==> src/rtl/core/sdim_pkg.sv <==
// shared constants and types for the signed divide-by-invariant block
package sdim_pkg;

  localparam int DATA_WIDTH_DEF = 32;  // default arithmetic width
  localparam int TDATA_W        = 32;  // dividend, quotient and divisor port width
  localparam int SHIFT_W        = 5;   // post-shift field width

  // status handed from the magic unit to the quotient datapath
  typedef struct packed {
    logic busy;         // magic computation in progress
    logic magic_valid;  // divisor is nonzero
    logic div_neg;      // divisor is negative
  } sdim_status_t;

endpackage

==> src/rtl/core/sdim_magic.sv <==
// magic multiplier and post-shift unit, iterative shift and restoring divide
module sdim_magic import sdim_pkg::*; #(
  parameter int DATA_WIDTH = DATA_WIDTH_DEF
) (
  input  logic                  clk,
  input  logic                  rst_n,
  input  logic                  cfg_wen,
  input  logic [TDATA_W-1:0]    cfg_wdata,
  output logic [DATA_WIDTH-1:0] magic_o,
  output logic [SHIFT_W-1:0]    shift_o,
  output sdim_status_t          status_o
);

  localparam int W     = DATA_WIDTH;
  localparam int CNT_W = $clog2(W);

  localparam logic [2:0] M_IDLE  = 3'd0;
  localparam logic [2:0] M_ABS   = 3'd1;
  localparam logic [2:0] M_PREP  = 3'd2;
  localparam logic [2:0] M_SHIFT = 3'd3;
  localparam logic [2:0] M_DIV   = 3'd4;
  localparam logic [2:0] M_DONE  = 3'd5;

  logic [2:0]         state_r, state_nxt;
  logic [W-1:0]       d_r, d_nxt;
  logic [W-1:0]       ad_r, ad_nxt;
  logic [W-1:0]       t_r, t_nxt;
  logic [W-1:0]       rem_r, rem_nxt;
  logic [W-1:0]       q_r, q_nxt;
  logic [SHIFT_W-1:0] sh_r, sh_nxt;
  logic [CNT_W-1:0]   cnt_r, cnt_nxt;
  logic [W-1:0]       m_r, m_nxt;
  logic [SHIFT_W-1:0] shout_r, shout_nxt;
  logic               valid_r, valid_nxt;
  logic               neg_r, neg_nxt;

  logic [W:0]         r2;
  logic [W:0]         diff;

  assign r2   = {rem_r, 1'b0};
  assign diff = r2 - {1'b0, ad_r};

  always_comb begin
    state_nxt = state_r;
    d_nxt     = d_r;
    ad_nxt    = ad_r;
    t_nxt     = t_r;
    rem_nxt   = rem_r;
    q_nxt     = q_r;
    sh_nxt    = sh_r;
    cnt_nxt   = cnt_r;
    m_nxt     = m_r;
    shout_nxt = shout_r;
    valid_nxt = valid_r;
    neg_nxt   = neg_r;
    case (state_r)
      M_IDLE: ;
      M_ABS: begin
        if (d_r == '0) begin
          valid_nxt = 1'b0;
          m_nxt     = '0;
          shout_nxt = '0;
          state_nxt = M_IDLE;
        end else begin
          ad_nxt    = d_r[W-1] ? (~d_r + 1'b1) : d_r;
          state_nxt = M_PREP;
        end
      end
      M_PREP: begin
        if (ad_r == W'(1)) begin
          // divisor of plus or minus one
          m_nxt     = W'(1);
          shout_nxt = '0;
          valid_nxt = 1'b1;
          neg_nxt   = d_r[W-1];
          state_nxt = M_IDLE;
        end else begin
          t_nxt     = (ad_r - 1'b1) >> 1;
          sh_nxt    = '0;
          rem_nxt   = W'(1);
          state_nxt = M_SHIFT;
        end
      end
      M_SHIFT: begin
        if (t_r != '0) begin
          t_nxt   = t_r >> 1;
          sh_nxt  = sh_r + 1'b1;
          rem_nxt = rem_r << 1;  // tracks 2^sh
        end else begin
          q_nxt     = '0;
          cnt_nxt   = '0;
          state_nxt = M_DIV;
        end
      end
      M_DIV: begin
        // one quotient bit of 2^(W+sh) / |d| per cycle
        if (!diff[W]) begin
          rem_nxt = diff[W-1:0];
          q_nxt   = {q_r[W-2:0], 1'b1};
        end else begin
          rem_nxt = r2[W-1:0];
          q_nxt   = {q_r[W-2:0], 1'b0};
        end
        cnt_nxt = cnt_r + 1'b1;
        if (cnt_r == CNT_W'(W-1)) begin
          state_nxt = M_DONE;
        end
      end
      M_DONE: begin
        m_nxt     = q_r + 1'b1;
        shout_nxt = sh_r;
        valid_nxt = 1'b1;
        neg_nxt   = d_r[W-1];
        state_nxt = M_IDLE;
      end
      default: state_nxt = M_IDLE;
    endcase
    if (cfg_wen) begin
      d_nxt     = cfg_wdata[W-1:0];
      state_nxt = M_ABS;
    end
  end

  always_ff @(posedge clk) begin
    if (!rst_n) begin
      state_r <= M_IDLE;
      m_r     <= W'(1);
      shout_r <= '0;
      valid_r <= 1'b1;
      neg_r   <= 1'b0;
      d_r     <= W'(1);
    end else begin
      state_r <= state_nxt;
      m_r     <= m_nxt;
      shout_r <= shout_nxt;
      valid_r <= valid_nxt;
      neg_r   <= neg_nxt;
      d_r     <= d_nxt;
    end
  end

  always_ff @(posedge clk) begin
    ad_r  <= ad_nxt;
    t_r   <= t_nxt;
    rem_r <= rem_nxt;
    q_r   <= q_nxt;
    sh_r  <= sh_nxt;
    cnt_r <= cnt_nxt;
  end

  assign magic_o              = m_r;
  assign shift_o              = shout_r;
  assign status_o.busy        = (state_r != M_IDLE);
  assign status_o.magic_valid = valid_r;
  assign status_o.div_neg     = neg_r;

  a_write_starts: assert property (@(posedge clk) disable iff (!rst_n)
    cfg_wen |=> state_r == M_ABS)
    else $error("divisor write did not start magic computation");

  a_done_to_idle: assert property (@(posedge clk) disable iff (!rst_n)
    (state_r == M_DONE && !cfg_wen) |=> state_r == M_IDLE && valid_r)
    else $error("magic completion did not return to idle");

  a_magic_hold: assert property (@(posedge clk) disable iff (!rst_n)
    (state_r == M_IDLE && !cfg_wen) |=> $stable(m_r) && $stable(shout_r))
    else $error("magic changed while idle");

endmodule

==> src/rtl/core/sdim_quot.sv <==
// quotient datapath: multiply by magic, add, shift and sign fix-up
module sdim_quot import sdim_pkg::*; #(
  parameter int DATA_WIDTH = DATA_WIDTH_DEF
) (
  input  logic                  clk,
  input  logic                  rst_n,
  input  logic [DATA_WIDTH-1:0] magic_i,
  input  logic [SHIFT_W-1:0]    shift_i,
  input  sdim_status_t          status_i,
  input  logic                  in_tvalid,
  output logic                  in_tready,
  input  logic [TDATA_W-1:0]    in_tdata,
  output logic                  out_tvalid,
  input  logic                  out_tready,
  output logic [TDATA_W-1:0]    out_tdata,
  output logic                  out_tuser
);

  localparam int W = DATA_WIDTH;

  localparam logic [1:0] Q_IDLE = 2'd0;
  localparam logic [1:0] Q_MUL  = 2'd1;
  localparam logic [1:0] Q_FIN  = 2'd2;

  logic [1:0]           state_r, state_nxt;
  logic [W-1:0]         n_r;
  logic signed [2*W-1:0] prod_r;
  logic                 out_valid_r, out_valid_nxt;
  logic [W-1:0]         out_q_r;
  logic                 out_dbz_r;

  logic                 out_free;
  logic                 accept;
  logic                 load_out;
  logic signed [W:0]    x1;
  logic signed [W:0]    x2;
  logic [W-1:0]         de;
  logic [W-1:0]         q_calc;

  assign out_free  = !out_valid_r || out_tready;
  assign in_tready = !status_i.busy &&
                     (state_r == Q_IDLE || (state_r == Q_FIN && out_free));
  assign accept    = in_tvalid && in_tready;
  assign load_out  = (state_r == Q_FIN) && out_free;

  // high half of m*n plus n, arithmetic post-shift, then sign correction
  assign x1     = (W+1)'($signed(prod_r[2*W-1:W])) + (W+1)'($signed(n_r));
  assign x2     = x1 >>> shift_i;
  assign de     = {W{status_i.div_neg}} + {{(W-1){1'b0}}, n_r[W-1]};
  assign q_calc = (x2[W-1:0] + de) ^ {W{status_i.div_neg}};

  always_comb begin
    state_nxt     = state_r;
    out_valid_nxt = out_valid_r;
    if (out_tready) begin
      out_valid_nxt = 1'b0;
    end
    case (state_r)
      Q_IDLE: begin
        if (accept) begin
          state_nxt = Q_MUL;
        end
      end
      Q_MUL: state_nxt = Q_FIN;
      Q_FIN: begin
        if (out_free) begin
          out_valid_nxt = 1'b1;
          state_nxt     = accept ? Q_MUL : Q_IDLE;
        end
      end
      default: state_nxt = Q_IDLE;
    endcase
  end

  always_ff @(posedge clk) begin
    if (!rst_n) begin
      state_r     <= Q_IDLE;
      out_valid_r <= 1'b0;
    end else begin
      state_r     <= state_nxt;
      out_valid_r <= out_valid_nxt;
    end
  end

  always_ff @(posedge clk) begin
    if (accept) begin
      n_r <= in_tdata[W-1:0];
    end
    if (state_r == Q_MUL) begin
      prod_r <= $signed(magic_i) * $signed(n_r);
    end
    if (load_out) begin
      out_q_r   <= status_i.magic_valid ? q_calc : '0;
      out_dbz_r <= !status_i.magic_valid;
    end
  end

  assign out_tvalid = out_valid_r;
  assign out_tdata  = TDATA_W'($signed(out_q_r));
  assign out_tuser  = out_dbz_r;

  a_accept_to_mul: assert property (@(posedge clk) disable iff (!rst_n)
    accept |=> state_r == Q_MUL)
    else $error("accepted transaction did not enter multiply");

  a_mul_to_fin: assert property (@(posedge clk) disable iff (!rst_n)
    state_r == Q_MUL |=> state_r == Q_FIN)
    else $error("multiply step not followed by finish");

  a_fin_loads: assert property (@(posedge clk) disable iff (!rst_n)
    load_out |=> out_tvalid)
    else $error("finished quotient not presented");

  a_no_accept_busy: assert property (@(posedge clk) disable iff (!rst_n)
    status_i.busy |-> !in_tready)
    else $error("input taken while magic computation runs");

endmodule

==> src/rtl/core/signed_divide_by_invariant_magic_core.sv <==
// top level of the signed divide-by-invariant-divisor block
//
// Divides each signed dividend on the in_ stream by the divisor held in the
// configuration register, giving the quotient truncated toward zero on the
// out_ stream. A divisor of zero gives quotient 0 with out_tuser set.
// Writing cfg_wdata with cfg_wen high loads a new divisor and starts the
// magic computation: for a divisor other than 0 or +-1, a one-bit-a-cycle
// shift search for the post shift sh (up to DATA_WIDTH-2) and a restoring
// divide loop. in_tready stays low while it runs. Each dividend then goes
// through the registered multiplier and the add/shift/fix-up stage into the
// output register; a new dividend is taken only while the datapath is idle
// or as the previous result is loaded into the output register. While the
// receiver stalls, the finished result holds in the output register; one
// more dividend may be taken and multiplied, then in_tready drops until the
// output frees up.
// Reset (rst_n low at a clock edge) sets divisor 1, with its magic ready,
// and empties the output.
module signed_divide_by_invariant_magic_core import sdim_pkg::*; #(
  parameter int DATA_WIDTH = DATA_WIDTH_DEF
) (
  input  logic               clk,
  input  logic               rst_n,
  input  logic               cfg_wen,
  input  logic [TDATA_W-1:0] cfg_wdata,   // divisor
  input  logic               in_tvalid,
  output logic               in_tready,
  input  logic [TDATA_W-1:0] in_tdata,    // dividend
  output logic               out_tvalid,
  input  logic               out_tready,
  output logic [TDATA_W-1:0] out_tdata,   // quotient
  output logic               out_tuser    // divide_by_zero
);

  logic [DATA_WIDTH-1:0] magic;
  logic [SHIFT_W-1:0]    post_shift;
  sdim_status_t          status;

  sdim_magic #(
    .DATA_WIDTH (DATA_WIDTH)
  ) u_magic (
    .clk       (clk),
    .rst_n     (rst_n),
    .cfg_wen   (cfg_wen),
    .cfg_wdata (cfg_wdata),
    .magic_o   (magic),
    .shift_o   (post_shift),
    .status_o  (status)
  );

  sdim_quot #(
    .DATA_WIDTH (DATA_WIDTH)
  ) u_quot (
    .clk        (clk),
    .rst_n      (rst_n),
    .magic_i    (magic),
    .shift_i    (post_shift),
    .status_i   (status),
    .in_tvalid  (in_tvalid),
    .in_tready  (in_tready),
    .in_tdata   (in_tdata),
    .out_tvalid (out_tvalid),
    .out_tready (out_tready),
    .out_tdata  (out_tdata),
    .out_tuser  (out_tuser)
  );

endmodule

==> config.mk <==
export PLATFORM = sky130hd
export DESIGN_NAME = signed_divide_by_invariant_magic_core
export DESIGN_NICKNAME = d
export VERILOG_FILES = /design/src/rtl/core/sdim_pkg.sv /design/src/rtl/core/sdim_magic.sv /design/src/rtl/core/sdim_quot.sv /design/src/rtl/core/signed_divide_by_invariant_magic_core.sv
export SDC_FILE = /design/constraint.sdc
export NUM_CORES = 2
export LEC_CHECK = 0
export BUFFER_PORTS_ARGS = -buffer_cell sky130_fd_sc_hd__buf_2
export CAP_MARGIN = 20
export CORE_ASPECT_RATIO = 0.75
export CORE_UTILIZATION = 61
export CTS_BUF_LIST = sky130_fd_sc_hd__clkbuf_16
export DETAILED_ROUTE_END_ITERATION = 6
export PLACE_DENSITY_LB_ADDON = 0.05
export SYNTH_ARGS = -nofsm -noshare
export SYNTH_HDL_FRONTEND = slang
export SYNTH_HIERARCHICAL = 1
export SYNTH_SLANG_ARGS = --single-unit
==> constraint.sdc <==
create_clock -name clk -period 10 [get_ports clk]
set_input_delay 2 -clock clk [delete_from_list [all_inputs] [get_ports clk]]
set_output_delay 2 -clock clk [all_outputs]
set_load 0.02 [all_outputs]
==> After elaboration in Yosys (flattened, before gate mapping) <==
Index checks and enable logic that the tools add are counted.
{ "word_totals": {"ff_bits": 344, "latchBits": 0, "mem_bits_rw": 0, "rom_bits": 0, "input_bits": 69, "word_cells": 124, "mem_count": 0} }
{ "op_classes": {"addsub": 9, "multipliers": 1, "div_mod_pow": 0, "order_cmp": 0, "eq_ne": 20, "shifts": 1, "muxes": 40, "bitwise_logic": 5, "n_reduce_logical": 28} }
{ "op_table": {"columns": ["op", "count"], "rows": [
  ["$mux W32", 8],
  ["$pmux W32 S3", 2],
  ["$pmux W32 S2", 2],
  ["$add A32 B1 Y32 const B", 2],
  ["$mul A32 B32 Y64", 1],
  ["$add A32 B32 Y33", 1],
  ["$sshr A33 B5 Y32", 1],
  ["$sub A33 B32 Y33", 1],
  ["$add A32 B32 Y32", 1],
  ["$eq A32 B1 Y1 const B", 1],
  ["$logic_not A32 Y1", 1],
  ["$not A32 Y32", 1],
  ["$reduce_bool A32 Y1", 1],
  ["$sub A32 B1 Y32 const B", 1],
  ["$xor A32 B32 Y32", 1],
  ["$mux W31", 1],
  ["$mux W5", 5],
  ["$pmux W5 S2", 2],
  ["$pmux W3 S5", 1],
  ["$pmux W5 S3", 1],
  ["$reduce_and A3 Y1", 5],
  ["$ne A2 B1 Y1 const B", 6],
  ["$add A5 B1 Y5 const B", 2],
  ["$mux W1", 9],
  ["other kinds (25)", 47]
]} }

==> Logic depth before layout (Yosys ltp) <==
{ "logic_depth": {"depth_word": 9, "depth_mapped": 29} }

==> Hierarchy <==
The synthesis kept the hierarchy.
{ "modules_own_cells": {"columns": ["mod", "n_inst", "cells_per_inst", "area_per_inst_um2", "seq_area_each_um2"], "rows": [
  ["sdim_quot", 1, 4638, 43858.3, 2972.9],
  ["sdim_magic", 1, 1108, 11335.9, 5595.4]
]} }

==> Worst setup path after synthesis <==
No wires, ideal clock.
{ "synth_path": {"path_kind": "reg2reg", "from": "register u_quot.n_r[5]", "to": "register u_quot.prod_r[62], data pin", "setup_time_ns": 0.258, "arrival_time_ns": 7.352, "required_time_ns": 9.742, "setup_slack_ns": 2.390, "stages_incl_launch_ff": 29, "path_buffers": 2, "period_less_slack_ns": 7.610, "path_cell_list": "edfxtp_1 > clkbuf_1 > nand2_1 > inv_1 > fa_1 > inv_1 > fa_1 > fa_1 > inv_1 > fa_1 > inv_1 > fa_1 > inv_1 > fa_1 > inv_1 > fa_1 > inv_1 > fa_1 > ha_1 > clkbuf_1 > a21oi_1 > nor2b_1 > o21ai_0 > nand2b_1 > nor3_1 > nand3_1 > a31o_2 > a21oi_1 > xnor2_1"} }
{ "synth_via": {"elab_chain_cells": 1} }
{ "synth_lines": {"columns": ["item", "line_no", "rtl"], "rows": [
  ["start, declared", "sdim_quot.sv:26", "logic [W-1:0] n_r;"],
  ["start signal, assigned", "sdim_quot.sv:87", "n_r <= in_tdata[W-1:0];"],
  ["$mul A32 B32 Y64", "sdim_quot.sv:90", "prod_r <= $signed(magic_i) * $signed(n_r);"],
  ["end signal, assigned", "sdim_quot.sv:90", null],
  ["end, declared", "sdim_quot.sv:27", "logic signed [2*W-1:0] prod_r;"]
]} }
No other way between the ends.
A chain may end at the register's enable or synchronous reset.

==> Final worst setup path <==
{ "layout_path": {"from": "register u_quot.n_r[9]", "to": "register u_quot.prod_r[42], data pin"} }
Same word-level chain as after synthesis.

==> summary.md <==
| Metric | Value |
|---|---|
| Status | completed |
| Slew margin rel. | 19.8% |
| Rows | 95 |
| Req. time, crit path | 10330 ps |
| Largest net degree at the start of global routing | 78 |
| Clock Latency Late Sink | 610 ps |
| Root buffer cell | clkbuf_16 |
| Slew of the pin with the lowest slew margin | 1200 ps |
| Hold Crit Start | u_magic/valid_r$_SDFFE_PN1P_ |
| CTS tree | yes |
| Area grow syn2layout | 5.71% |
| Max-slew violations | 0 |
| Vias in the first global route | 41.5k |
| Final Critical Period | 9270 ps |
| HP Class | reg2reg |
| Met2 usage | 47.7% |
| Most frequent cell after synthesis | fa_1 |
| Gr ovfl total | 0 |
| CP arrival | 9600 ps |
| Reg2reg start | u_quot/n_r[9]$_DFFE_PP_ |
| Die Area | 91700 um2 |
| Routed vias/inst | 5.81 |
| Internal | 0.00260 W |
| Seq cells post-synth | 311 |
| First-pass detailed-route iteration total | 6 |
| Die height | 263 um |
| Syn avg cell area | 9.61 um2 |
| GR peak layer | met1 |
| Cts bufs inserted | 37 |
| Post-Syn Nets | 7181 |
| Sequential share of power | 38.8% |
| Global Route Usage Sum | 34.8% |
| Most frequent CP cell | fa_1 |
| Dominant cell type by area after synthesis | fa_1 |
| Skew final | 34.5 ps |
| Largest fanout on the critical path | 19 |
| Max-cap viol count | 0 |
| CTS max path bufs | 3 |
| Fmax | 108 MHz |
| Setup Fix Bufs, Post-CTS | 0 |
| Fin nets | 7135 |
| Num Clock Sinks | 311 |
| GR Util met3 | 10.3% |
| Hold endpoint | u_magic/valid_r$_SDFFE_PN1P_ |
| Initial DRC count | 4058 |
| Setup violators final | 0 |
| Top post-synthesis cells by count | fa_1, inv_1, nand2_1 |
| Vias | 40.4k |
| Chip Width | 349 um |
| Post-route setup TNS | 0 ps |
| Worst r2r path cells | 28 |
| Met1 usage | 53.8% |
| RSZ-0062 raised after global routing | false |
| Period utilization | 92.7% |
| Top FF cell, synth | edfxtp_1 |
| Cell variety after synth | 98 |
| Residual DRC count | 0 |
| Gate power share | 24.9% |
| Seq/Total Area, Yosys | 15.5% |
| Share of layout cells above drive strength 1 | 6.14% |
| R2r setup slk | 730 ps |
| Crit-path max cell delay | 1040 ps |
| First-pass GRT wire length | 243000 um |
| Clock power share | 36.2% |
| Synthesized instance count | 5746 |
| Area of the mapped netlist | 55200 um2 |
| Hold path cells | 2 |
| Initial antenna violation count | 5 |
| Switching part of the total power | 33.9% |
| Post-synth top area share | 39.3% |
| Routed Antenna Nets | 0 |
| Placer Congestion | 0.983 |
| Capture point of the worst reg-to-reg path | u_quot/prod_r[42]$_DFFE_PN_ |
| Number of port buffers | 103 |
| Resized cells post-CTS | 0 |
| CTS Hold Buffers Added | 0 |
| DP HPWL | 120000 um |
| Core ar. | 89600 um2 |
| Startpoint Class | flop |
| CP Class | reg2reg |
| NetSw | 0.00133 W |
| CP max-delay cell | edfxtp_1 |
| Worst setup EP type | flop |
| H-tree levels | 2 |
| Initial Utilization | 61.6% |
| Clk slew on worst S/H paths | 60 ps |
| Design Power | 0.00393 W |
| Async SR Flop Fraction | 0% |
| Routed WL | 154000 um |
| Worst vdd ir | 142 uV |
| YS warnings | 6 |
| Largest cells by area after synthesis | fa_1, edfxtp_1, inv_1 |
| # IOs | 104 |
| Power density over the cells | 67.3 nW/um2 |
| Post-synth EDFFs | 234 |
| Final Hold Viols | 0 |
| WL per Instance | 22.2 um |
| Leakage | 27.3 nW |
## cell usage in the layout (no fill, tap or decap), types with 37 or more instances in the layout
cell	count
edfxtp_1	234
and3_1	49
xnor2_1	188
buf_2	103
nor2_1	190
and2_1	527
a21oi_1	148
ha_1	282
xor2_1	66
a21o_1	69
clkbuf_16	37
inv_1	1059
nand3_1	44
o21ai_0	140
mux2i_1	63
fa_1	1084
nand2_1	658
dfxtp_1	66
nor2b_1	89
buf_4	94
## cell families (layout without fill, tap and decap cells)
family	after synthesis	in the layout	share of synthesized area, %
AND/OR/NAND/NOR	1742	1742	15.9
adder cells (fa/ha/maj)	1366	1366	45.7
buffers and inverters	1348	1331	9.21
AO/OA/AOI/OAI	636	636	7.74
flip-flops	311	311	15.5
XOR/XNOR	254	254	4.03
multiplexers	89	89	1.90
other	0	6	0
## sequential cells by signal (all words and copies together), names as in the netlist, 5 cells and up
register          count
u_magic/ad_r         32
u_magic/d_r          32
u_magic/magic_o      32
u_magic/q_r          32
u_magic/rem_r        32
u_quot/n_r           32
u_quot/out_tdata     32
u_quot/prod_r        32
u_magic/t_r          31
u_magic/cnt_r         5
u_magic/sh_r          5
u_magic/shift_o       5
## power by group through the flow
stage	clock (W)	sequential [W]	combinational (W)
2_1_floorplan	0	0.00151	0.000673
3_3_place_gp	0	0.00155	0.000931
3_5_place_dp	0	0.00155	0.000944
4_1_cts	0.00146	0.00152	0.000951
5_1_grt	0.00150	0.00153	0.00106
6_report	0.00142	0.00153	0.000980
## layout make-up
class / count / area, um2
Sequential cell: 311 / 8580
Inverter: 1055 / 3960
Fill cell: 7461 / 31300
Multi-Input combinational cell: 4087 / 41600
Tap cell: 1212 / 1520
Clock buffer: 37 / 926
Antenna cell: 6 / 15.0
Clock inverter: 31 / 324
Timing Repair Buffer: 208 / 1430
## worst max-delay path: cells and delay by family, from the launching register on
kind	cells	cell delay, ps
adders and majority gates	9	4190
AOI/OAI and AO/OA	7	1820
DFF	1	1040
buffers and inverters	7	960
and+or+nand+nor	4	850
xor gates and xnor gates	1	140
## per-layer routing
metal / part of all wire, % / up-vias
met1: 45 / 20300
met3: 12 / 217
met5: 0.0084 / -
li1: - / 17800
met2: 40 / 2034
met4: 2.6 / 2
## worst max-delay path by stage
| stage | cells after the start | to | startpoint |
|---|---|---|---|
| floorplan | 28 | u_quot/prod_r[62]$_DFFE_PN_ | u_quot/n_r[5]$_DFFE_PP_ |
| global placement | 28 | u_quot/prod_r[59]$_DFFE_PN_ | u_quot/n_r[4]$_DFFE_PP_ |
| detailed placement | 28 | u_quot/prod_r[42]$_DFFE_PN_ | u_quot/n_r[4]$_DFFE_PP_ |
| CTS | 28 | u_quot/prod_r[42]$_DFFE_PN_ | u_quot/n_r[4]$_DFFE_PP_ |
| global route | 28 | u_quot/prod_r[42]$_DFFE_PN_ | u_quot/n_r[9]$_DFFE_PP_ |
| finish | 28 | u_quot/prod_r[42]$_DFFE_PN_ | u_quot/n_r[9]$_DFFE_PP_ |
## per-stage QoR
step | utilization (%) | hold slack, ps | instances | cell area (um2) | setup slack, ps
finish | 65.1 | 488 | 6947 | 58300 | 732
floorplan | - | 430 | 5746 | 55200 | 2390
global route | 65.1 | 531 | 6941 | 58300 | 535
CTS | 64.9 | 483 | 6934 | 58200 | 1010
global placement | 63.5 | 465 | 6865 | 56900 | 1080
detailed placement | 63.5 | 466 | 6866 | 56900 | 1040
(Power assumes the default switching activity.)
